[src/design/aabb_collision_resolve_macros.svh]
// Assertion helpers for the collision resolve RTL.
`ifndef AABB_COLLISION_RESOLVE_MACROS_SVH
`define AABB_COLLISION_RESOLVE_MACROS_SVH

`ifndef SYNTHESIS
`define ACR_ASSERT_SAME(label, clk, rst, ante, cons) \
  label: assert property (@(posedge clk) disable iff (rst) (ante) |-> (cons)) \
    else $error("acr assertion failed");
`define ACR_ASSERT_NEXT(label, clk, rst, ante, cons) \
  label: assert property (@(posedge clk) disable iff (rst) (ante) |=> (cons)) \
    else $error("acr assertion failed");
`else
`define ACR_ASSERT_SAME(label, clk, rst, ante, cons)
`define ACR_ASSERT_NEXT(label, clk, rst, ante, cons)
`endif

`endif

[src/design/acr_pkg.sv]
`timescale 1ns / 1ps

package acr_pkg;

  localparam int POS_W  = 20;
  localparam int SIZE_W = 16;
  // wide enough for doubled centres, their difference and the depth sums
  localparam int CALC_W = 24;

  localparam logic [SIZE_W-1:0] MOVER_SIZE_RESET = 16'd480;

  typedef enum logic [0:0] {
    OP_LOAD    = 1'b0,
    OP_RESOLVE = 1'b1
  } acr_op_t;

  typedef enum logic [1:0] {
    HIT_NONE  = 2'd0,
    HIT_HORIZ = 2'd1,
    HIT_VERT  = 2'd2
  } acr_hit_t;

  typedef enum logic [0:0] {
    REG_MOVER_WIDTH  = 1'b0,
    REG_MOVER_HEIGHT = 1'b1
  } acr_reg_t;

  typedef struct packed {
    acr_op_t                  op;
    logic signed [POS_W-1:0]  load_x;
    logic signed [POS_W-1:0]  load_y;
    logic signed [POS_W-1:0]  box_x;
    logic signed [POS_W-1:0]  box_y;
    logic        [SIZE_W-1:0] box_w;
    logic        [SIZE_W-1:0] box_h;
  } acr_item_t;

  typedef struct packed {
    logic signed [POS_W-1:0] pos_x;
    logic signed [POS_W-1:0] pos_y;
    logic                    top_flag;
    acr_hit_t                kind;
  } acr_result_t;

endpackage

[src/design/acr_resolve.sv]
`timescale 1ns / 1ps

module acr_resolve (
  input  acr_pkg::acr_item_t                item,
  input  logic signed [acr_pkg::POS_W-1:0]  pos_x,
  input  logic signed [acr_pkg::POS_W-1:0]  pos_y,
  input  logic                              top_flag,
  input  logic        [acr_pkg::SIZE_W-1:0] mover_w,
  input  logic        [acr_pkg::SIZE_W-1:0] mover_h,
  output acr_pkg::acr_result_t              result
);
  import acr_pkg::*;

  localparam int PAD_W = CALC_W - SIZE_W;

  logic signed [CALC_W-1:0] mx, my, mw, mh, bx, by, bw, bh;
  logic signed [CALC_W-1:0] dx, dy, adx, ady, depx, depy, pushx, pushy;
  logic signed [CALC_W-1:0] nx, ny;
  logic                     hit, horiz, below;

  always_comb begin
    mx = CALC_W'(pos_x);
    my = CALC_W'(pos_y);
    bx = CALC_W'(item.box_x);
    by = CALC_W'(item.box_y);
    mw = {{PAD_W{1'b0}}, mover_w};
    mh = {{PAD_W{1'b0}}, mover_h};
    bw = {{PAD_W{1'b0}}, item.box_w};
    bh = {{PAD_W{1'b0}}, item.box_h};

    // strict overlap; touching edges do not count
    hit = (bx < mx + mw) && (bx + bw > mx) && (by < my + mh) && (by + bh > my);

    // doubled centre offsets, static minus mover
    dx = ((bx <<< 1) + bw) - ((mx <<< 1) + mw);
    dy = ((by <<< 1) + bh) - ((my <<< 1) + mh);
    adx = dx[CALC_W-1] ? -dx : dx;
    ady = dy[CALC_W-1] ? -dy : dy;
    depx = bw + mw - adx;
    depy = bh + mh - ady;

    // a tie goes vertical
    horiz = depx < depy;
    below = !dy[CALC_W-1] && (dy != '0);
    pushx = depx >>> 1;
    pushy = depy >>> 1;

    // zero offset counts as positive: push towards negative
    nx = dx[CALC_W-1] ? mx + pushx : mx - pushx;
    ny = dy[CALC_W-1] ? my + pushy : my - pushy;

    result.pos_x    = pos_x;
    result.pos_y    = pos_y;
    result.top_flag = top_flag;
    result.kind     = HIT_NONE;
    if (item.op == OP_LOAD) begin
      result.pos_x    = item.load_x;
      result.pos_y    = item.load_y;
      result.top_flag = 1'b0;
    end else if (hit) begin
      if (horiz) begin
        result.pos_x = nx[POS_W-1:0];
        result.kind  = HIT_HORIZ;
      end else begin
        result.pos_y = ny[POS_W-1:0];
        result.kind  = HIT_VERT;
        if (below) begin
          result.top_flag = 1'b1;
        end
      end
    end
  end

endmodule

[src/design/aabb_collision_resolve.sv]
`timescale 1ns / 1ps
// Resolves a moving box against a stream of static boxes, one item per clock
// while the output is not stalled. An accepted item is held in an input
// register; the resolve logic (overlap test, doubled-centre depths, push along
// the shallower axis) runs on it in one pass, and the position registers take
// its result once the output slot is free or being drained. Throughput is one
// item per cycle unless out_ready holds the output; the clock rate is set by
// that single resolve path. The output position and on_top flag are the live
// state registers, which only change when the previous result has been taken.
// Write the size registers only while the block is idle.

`include "aabb_collision_resolve_macros.svh"

module aabb_collision_resolve (
  input  logic                              clk,
  input  logic                              rst,
  input  logic                              cfg_we,
  input  logic                              cfg_index,
  input  logic        [acr_pkg::SIZE_W-1:0] cfg_data,
  input  logic                              in_valid,
  output logic                              in_ready,
  input  logic                              opcode,
  input  logic signed [acr_pkg::POS_W-1:0]  load_x,
  input  logic signed [acr_pkg::POS_W-1:0]  load_y,
  input  logic signed [acr_pkg::POS_W-1:0]  box_x,
  input  logic signed [acr_pkg::POS_W-1:0]  box_y,
  input  logic        [acr_pkg::SIZE_W-1:0] box_w,
  input  logic        [acr_pkg::SIZE_W-1:0] box_h,
  output logic                              out_valid,
  input  logic                              out_ready,
  output logic signed [acr_pkg::POS_W-1:0]  mover_x,
  output logic signed [acr_pkg::POS_W-1:0]  mover_y,
  output logic        [1:0]                 hit_kind,
  output logic                              on_top
);
  import acr_pkg::*;

  logic [SIZE_W-1:0]       mover_w;
  logic [SIZE_W-1:0]       mover_h;
  logic signed [POS_W-1:0] pos_x;
  logic signed [POS_W-1:0] pos_y;
  logic                    top_flag;
  logic                    in_vld;
  acr_item_t               item;
  acr_hit_t                kind;
  acr_result_t             res;
  logic                    adv;

  // size registers
  always_ff @(posedge clk) begin
    if (rst) begin
      mover_w <= MOVER_SIZE_RESET;
      mover_h <= MOVER_SIZE_RESET;
    end else if (cfg_we) begin
      if (cfg_index == REG_MOVER_WIDTH) begin
        mover_w <= cfg_data;
      end else begin
        mover_h <= cfg_data;
      end
    end
  end

  // advance the held item once the output slot is free or being drained
  assign adv      = in_vld && (!out_valid || out_ready);
  assign in_ready = !in_vld || adv;

  always_ff @(posedge clk) begin
    if (rst) begin
      in_vld <= 1'b0;
    end else if (in_valid && in_ready) begin
      in_vld <= 1'b1;
    end else if (adv) begin
      in_vld <= 1'b0;
    end
  end

  always_ff @(posedge clk) begin
    if (in_valid && in_ready) begin
      item.op     <= acr_op_t'(opcode);
      item.load_x <= load_x;
      item.load_y <= load_y;
      item.box_x  <= box_x;
      item.box_y  <= box_y;
      item.box_w  <= box_w;
      item.box_h  <= box_h;
    end
  end

  acr_resolve u_resolve (
    .item     (item),
    .pos_x    (pos_x),
    .pos_y    (pos_y),
    .top_flag (top_flag),
    .mover_w  (mover_w),
    .mover_h  (mover_h),
    .result   (res)
  );

  always_ff @(posedge clk) begin
    if (rst) begin
      pos_x     <= '0;
      pos_y     <= '0;
      top_flag  <= 1'b0;
      out_valid <= 1'b0;
    end else begin
      if (adv) begin
        pos_x     <= res.pos_x;
        pos_y     <= res.pos_y;
        top_flag  <= res.top_flag;
        out_valid <= 1'b1;
      end else if (out_ready) begin
        out_valid <= 1'b0;
      end
    end
  end

  always_ff @(posedge clk) begin
    if (adv) begin
      kind <= res.kind;
    end
  end

  assign mover_x  = pos_x;
  assign mover_y  = pos_y;
  assign on_top   = top_flag;
  assign hit_kind = kind;

  `ACR_ASSERT_NEXT(a_load_clears_top, clk, rst, !rst && adv && item.op == OP_LOAD, out_valid && !on_top)
  `ACR_ASSERT_NEXT(a_top_sticky, clk, rst, !rst && adv && item.op == OP_RESOLVE && top_flag, on_top)
  `ACR_ASSERT_NEXT(a_horiz_keeps_y, clk, rst, !rst && adv && item.op == OP_RESOLVE, mover_y == $past(pos_y) || hit_kind == HIT_VERT)
  `ACR_ASSERT_NEXT(a_miss_keeps_pos, clk, rst, !rst && adv && item.op == OP_RESOLVE, hit_kind != HIT_NONE || (mover_x == $past(pos_x) && mover_y == $past(pos_y)))

endmodule
[config.mk]
export PLATFORM = sky130hd
export DESIGN_NAME = aabb_collision_resolve
export DESIGN_NICKNAME = d
export VERILOG_FILES = /design/src/design/acr_pkg.sv /design/src/design/acr_resolve.sv /design/src/design/aabb_collision_resolve.sv
export VERILOG_INCLUDE_DIRS = /design/src /design/src/design
export SDC_FILE = /design/constraint.sdc
export NUM_CORES = 1
export LEC_CHECK = 0
export ABC_CLOCK_PERIOD_IN_PS = 11600
export BUFFER_PORTS_ARGS = -buffer_cell sky130_fd_sc_hd__buf_2
export CORE_ASPECT_RATIO = 1.1
export CORE_UTILIZATION = 60
export CTS_CLUSTER_DIAMETER = 120
export DETAILED_ROUTE_END_ITERATION = 10
export PLACE_DENSITY = 0.9
export REMOVE_ABC_BUFFERS = 1
export SYNTH_ARGS = -nofsm -noshare
export SYNTH_HDL_FRONTEND = slang
export SYNTH_HIERARCHICAL = 1
export SYNTH_SLANG_ARGS = --single-unit
[constraint.sdc]
create_clock -name clk -period 11.6 [get_ports clk]
set_clock_uncertainty 0.15 [all_clocks]
set_input_delay 3.48 -clock clk [delete_from_list [all_inputs] [get_ports clk]]
set_output_delay 3.48 -clock clk [all_outputs]
set_load 0.01 [all_outputs]
Word level (Yosys, flattened, before mapping)
Cells that the tools add are included.
- register bits: 190
- input bits: 135
- logic and storage cells: 79
- add/subtract/negate cells: 20
- $lt $le $gt $ge: 5
- equal/unequal tests: 4
- mux-type cells: 14
- bitwise gates (word level): 1
- reduce and logical (&&, ||, !) cells: 20
- operators by type and width (kind ; number):
    $add A21 B17 Y22 ; 4
    $add A20 B17 Y21 ; 4
    $mux W20 ; 3
    $mux W24 ; 2
    $neg A24 Y24 ; 2
    $sub A18 B24 Y24 ; 2
    $sub A24 B24 Y24 ; 2
    $mux W43 ; 1
    $gt A21 B20 Y1 ; 2
    $lt A20 B21 Y1 ; 2
    $mux W41 ; 1
    $add A20 B20 Y20 ; 2
    $sub A20 B20 Y20 ; 2
    $add A16 B16 Y17 ; 2
    $lt A24 B24 Y1 ; 1
    $reduce_bool A24 Y1 ; 1
    $mux W21 ; 1
    $logic_and A1 B1 Y1 ; 6
    $ne A2 B1 Y1 const B ; 3
    $reduce_and A2 Y1 ; 3
    $reduce_and A3 Y1 ; 2
    $mux W1 ; 5
    $reduce_and A4 Y1 ; 1
    $reduce_bool A2 Y1 ; 2
    other kinds (5) ; 8

Depth between registers and ports, before layout
- depth in word-level cells: 10
- gate-level depth with buffers: 45
- gate-level depth less buffers: 42

Modules after synthesis
Netlist, hierarchy kept.
- modules (own cells, without submodules) (module ; times used ; cells an instance ; area an instance (sq um) ; sequential area each (sq um)):
    acr_resolve ; 1 ; 2292 ; 17118.9 ; 0.0
    aabb_collision_resolve ; 1 ; 445 ; 6583.8 ; 4954.8

Worst setup path before layout
Ideal clock, no wire load.
- path kind: input-to-reg
- start: input out_ready
- end: register, netlist name item[0]
- arrival time: 8.995 ns
- setup slack: 1.833 ns
- stages: 2
- buffers on the path: 0
- cells stage by stage: nor2b_4 -> a21oi_1
- word-level cells in the longest chain between the ends: 4
- ends and longest elaborated chain (element ; line ; RTL):
    start, declared ; aabb_collision_resolve.sv:30 ; input logic out_ready,
    $logic_or A1 B1 Y1 ; aabb_collision_resolve.sv:64 ; assign adv = in_vld && (!out_valid || out_ready);
    $logic_and A1 B1 Y1 ; aabb_collision_resolve.sv:64 ;
    $logic_or A1 B1 Y1 ; aabb_collision_resolve.sv:65 ; assign in_ready = !in_vld || adv;
    $logic_and A1 B1 Y1 ; aabb_collision_resolve.sv:78 ; if (in_valid && in_ready) begin
Every way passes these cells.
A chain may end at the register's enable or synchronous reset.

==> reports/summary.txt <==
run status = finished clean
CP endpoint kind = flop
Clk pwr share = 8.2%
Pleak = 11.6 nW
WP data arrival = 10.67 ns
crit path max-delay cell type = dfxtp_1
cell family with most CP delay = compound AO/OA/AOI/OAI gates
Iteration-0 DRC Markers = 1260
fin area = 25600 µm²
Psw = 4.02 mW
fin crit share = 89.8%
placed cells = 3385
Comb pwr share = 81.2%
I/O pin cnt = 180
vias in the first global route = 20976
post-CTS sizing = 0
synth unique cells = 109
Clock Pin Slew Worst Setup and Hold Paths = 0.08 ns
fraction of layout cells with a size suffix above 1 = 9.93%
area of the multi-input gates = 17300 µm²
Internal Pwr Total = 3.71 mW
die height = 210 µm
Critical Path Fanout Max = 10
Worst VDD drop = 0.278 mV
dpl cell area = 25000 µm²
max-slew violations = 0
pre-CTS setup slack = 1.26 ns
Post-Syn Instances = 2737
Filler Cells Inserted = 3131
CP Class = flop to flop
first-pass GRT wire length = 100 mm
postcts setup bufs = 0
Min-Delay Path Class = flop to flop
WL per Instance = 18.5 µm
Sequential Power Share = 10.6%
Power per Cell Area = 302 nW/µm²
total area of sequential cells = 4950 µm²
crit-path max cell delay = 0.63 ns
post-synthesis sequential area ratio = 20.9%
final core occ = 65.5%
routed vias/inst = 6.10
type of origin of the critical path = flop
Avg Inst Size Synth = 8.66 µm²
final hold vios = 0
antenna cells = 0
CTS Hold Bufs = 0
worst path bufs/invs = 1
number of port buffers = 179
PnR worst setup slack = 1.18 ns
Via Count = 20835
CTS H-tree depth = 4
Sw Ratio = 52.0%
root buf cell = clkbuf_16
number of max-cap violations = 0
Clock Tree Buf Depth = 2
Sum Neg Setup Slack = 0 ns
Nets = 3454
clk_lat worst skew = 0.49 ns
DR DRC count = 0
CP dominant cell by count = ha_1
first drt pass iteration count = 5
setup violators final = 0
DP HPWL = 50.5 mm
Main synth FF type = edfxtp_1
worst path required time = 11.86 ns
gpl congestion = 0.923
initial antenna violation count = 2
Post-synth EDFFs = 115
Layout area overhead = 8.05%
Yosys warnings = 6
CTS tree = built
die area = 40300 µm²
largest net degree at the start of global routing = 117
slew at the pin closest to its max-slew limit = 1.08 ns
Post-Synthesis Cell Area = 23700 µm²
core footprint = 39100 µm²
RSZ-0062 raised after global routing = false
Initial Util = 60.6%
final cell count without fillers = 3417
antenna-violating nets left = 0
FF+latch count, synth = 190
Sink Count = 190
asr flop ratio synth = 0%
Max Freq = 96.0 MHz
overall global routing resource usage = 31.5%
Final min period = 10.42 ns
grt total ovfl = 0
max_slew headroom = 27.2%
CTS Buf Count = 17
# rows = 76
overall routed net length = 63.1 mm
DIE WIDTH = 192 µm
==> flip-flops by register name (all words and copies together) (netlist names) <==
signal and flops:
hit_kind 2, mover_h 16, mover_x 20, out_valid 1, in_vld 1, item 113
on_top 1, mover_y 20, mover_w 16
==> path summary, 6_finish.rpt <==
kind,from,slack (ns),cells past startpoint,endpoint
hold / removal,on_top,0.36,2,on_top
setup / recovery,mover_y[1],1.18,38,mover_y[19]
hold reg to reg,on_top,0.36,2,on_top
setup reg to reg,mover_y[1],1.18,38,mover_y[19]
==> cells in the mapped netlist, drive strengths merged, types with 18 or more instances <==
cell	count	area, µm²
ha	354	4430
inv	303	1140
a21oi	254	1270
nor2	182	683
xnor2	177	1580
nand2	151	567
edfxtp	115	3450
o21ai	111	563
nand2b	103	644
a21o	84	632
xor2	82	744
dfxtp	75	1500
mux2i	72	721
fa	68	1360
o21bai	65	492
nor3	49	260
o21a	42	315
nand3	33	165
clkbuf	28	115
nor2b	28	185
a31oi	25	156
nand4	25	156
or2	25	159
buf	24	236
a211oi	22	180
and3	21	133
or3	21	134
o31ai	19	143
and2	18	114
==> per-stage QoR <==
stage | hold slack (ns) | total power [mW]
after global routing | 0.374 | 8.42
after floorplan | 0.318 | 5.71
final | 0.361 | 7.73
after detailed placement | 0.353 | 6.96
after global placement | 0.336 | 6.79
after CTS | 0.364 | 7.65
==> cell type report <==
class                   instances  share of cell area [%]
multi-input cells            2191                    67.4
flip-flops and latches        190                    19.3
inverters                     303                    4.44
repair buffers                194                    3.94
well taps                     507                    2.48
clock buffers                  17                    1.66
clock inverters                15                   0.723
==> cells by family (layout without fill, tap and decap cells) <==
logic type	Yosys count	count (layout)	synth area share (%)
AO/OA/AOI/OAI	731	731	20.2
XOR/XNOR	260	260	9.89
adder cells (fa/ha/maj)	422	422	24.4
buffers and inverters	356	529	6.32
flip-flops	190	190	20.9
multiplexers	75	75	3.18
AND/OR/NAND/NOR	703	703	15.1
==> per-layer routing <==
layer / track usage, % / vias to the layer above / wire (µm)
met1: 35.8 / 10002 / 25500
met5: 0 / - / 13
met2: 58.0 / 642 / 32200
li1: - / 10036 / -
met3: 4.73 / 153 / 3280
met4: 13.6 / 2 / 2200
==> power by group through the flow <==
stage          logic, mW  clock network, mW  registers (mW)
2_1_floorplan       4.89                  0           0.820
3_3_place_gp        5.96                  0           0.830
3_5_place_dp        6.13                  0           0.832
4_1_cts             6.18              0.645           0.817
5_1_grt             6.93              0.668           0.824
6_report            6.28              0.634           0.818
==> worst register-to-register path: cells and delay by family (launching register included) <==
kind / cells / cell delay (ns)
buffers and inverters: 1 / 0.05
muxes: 1 / 0.13
AOI/OAI and AO/OA: 14 / 3.46
adders and majority gates: 5 / 2.06
and+or+nand+nor: 12 / 2.55
xor gates and xnor gates: 5 / 1.31
DFF: 1 / 0.63
==> layout by cell type, fill, tap and decap left out, drive strengths merged, types with 11 or more instances in the layout <==
| cell | instances |
|---|---|
| xnor2 | 177 |
| edfxtp | 115 |
| fa | 68 |
| o21a | 42 |
| buf | 194 |
| a31oi | 25 |
| and3 | 21 |
| and2 | 18 |
| nor2b | 28 |
| o31ai | 19 |
| a2111oi | 11 |
| xor2 | 82 |
| mux2i | 72 |
| nand4 | 25 |
| or2 | 25 |
| o211ai | 12 |
| or3 | 21 |
| inv | 312 |
| nand2b | 103 |
| dfxtp | 75 |
| ha | 354 |
| nand3b | 11 |
| nor3 | 49 |
| a21oi | 254 |
| a211oi | 22 |
| clkbuf | 17 |
| nor2 | 182 |
| o21ai | 111 |
| nand2 | 151 |
| nand3 | 33 |
| o21bai | 65 |
| a21o | 84 |
Note: power is estimated with default switching activity, not from simulation.
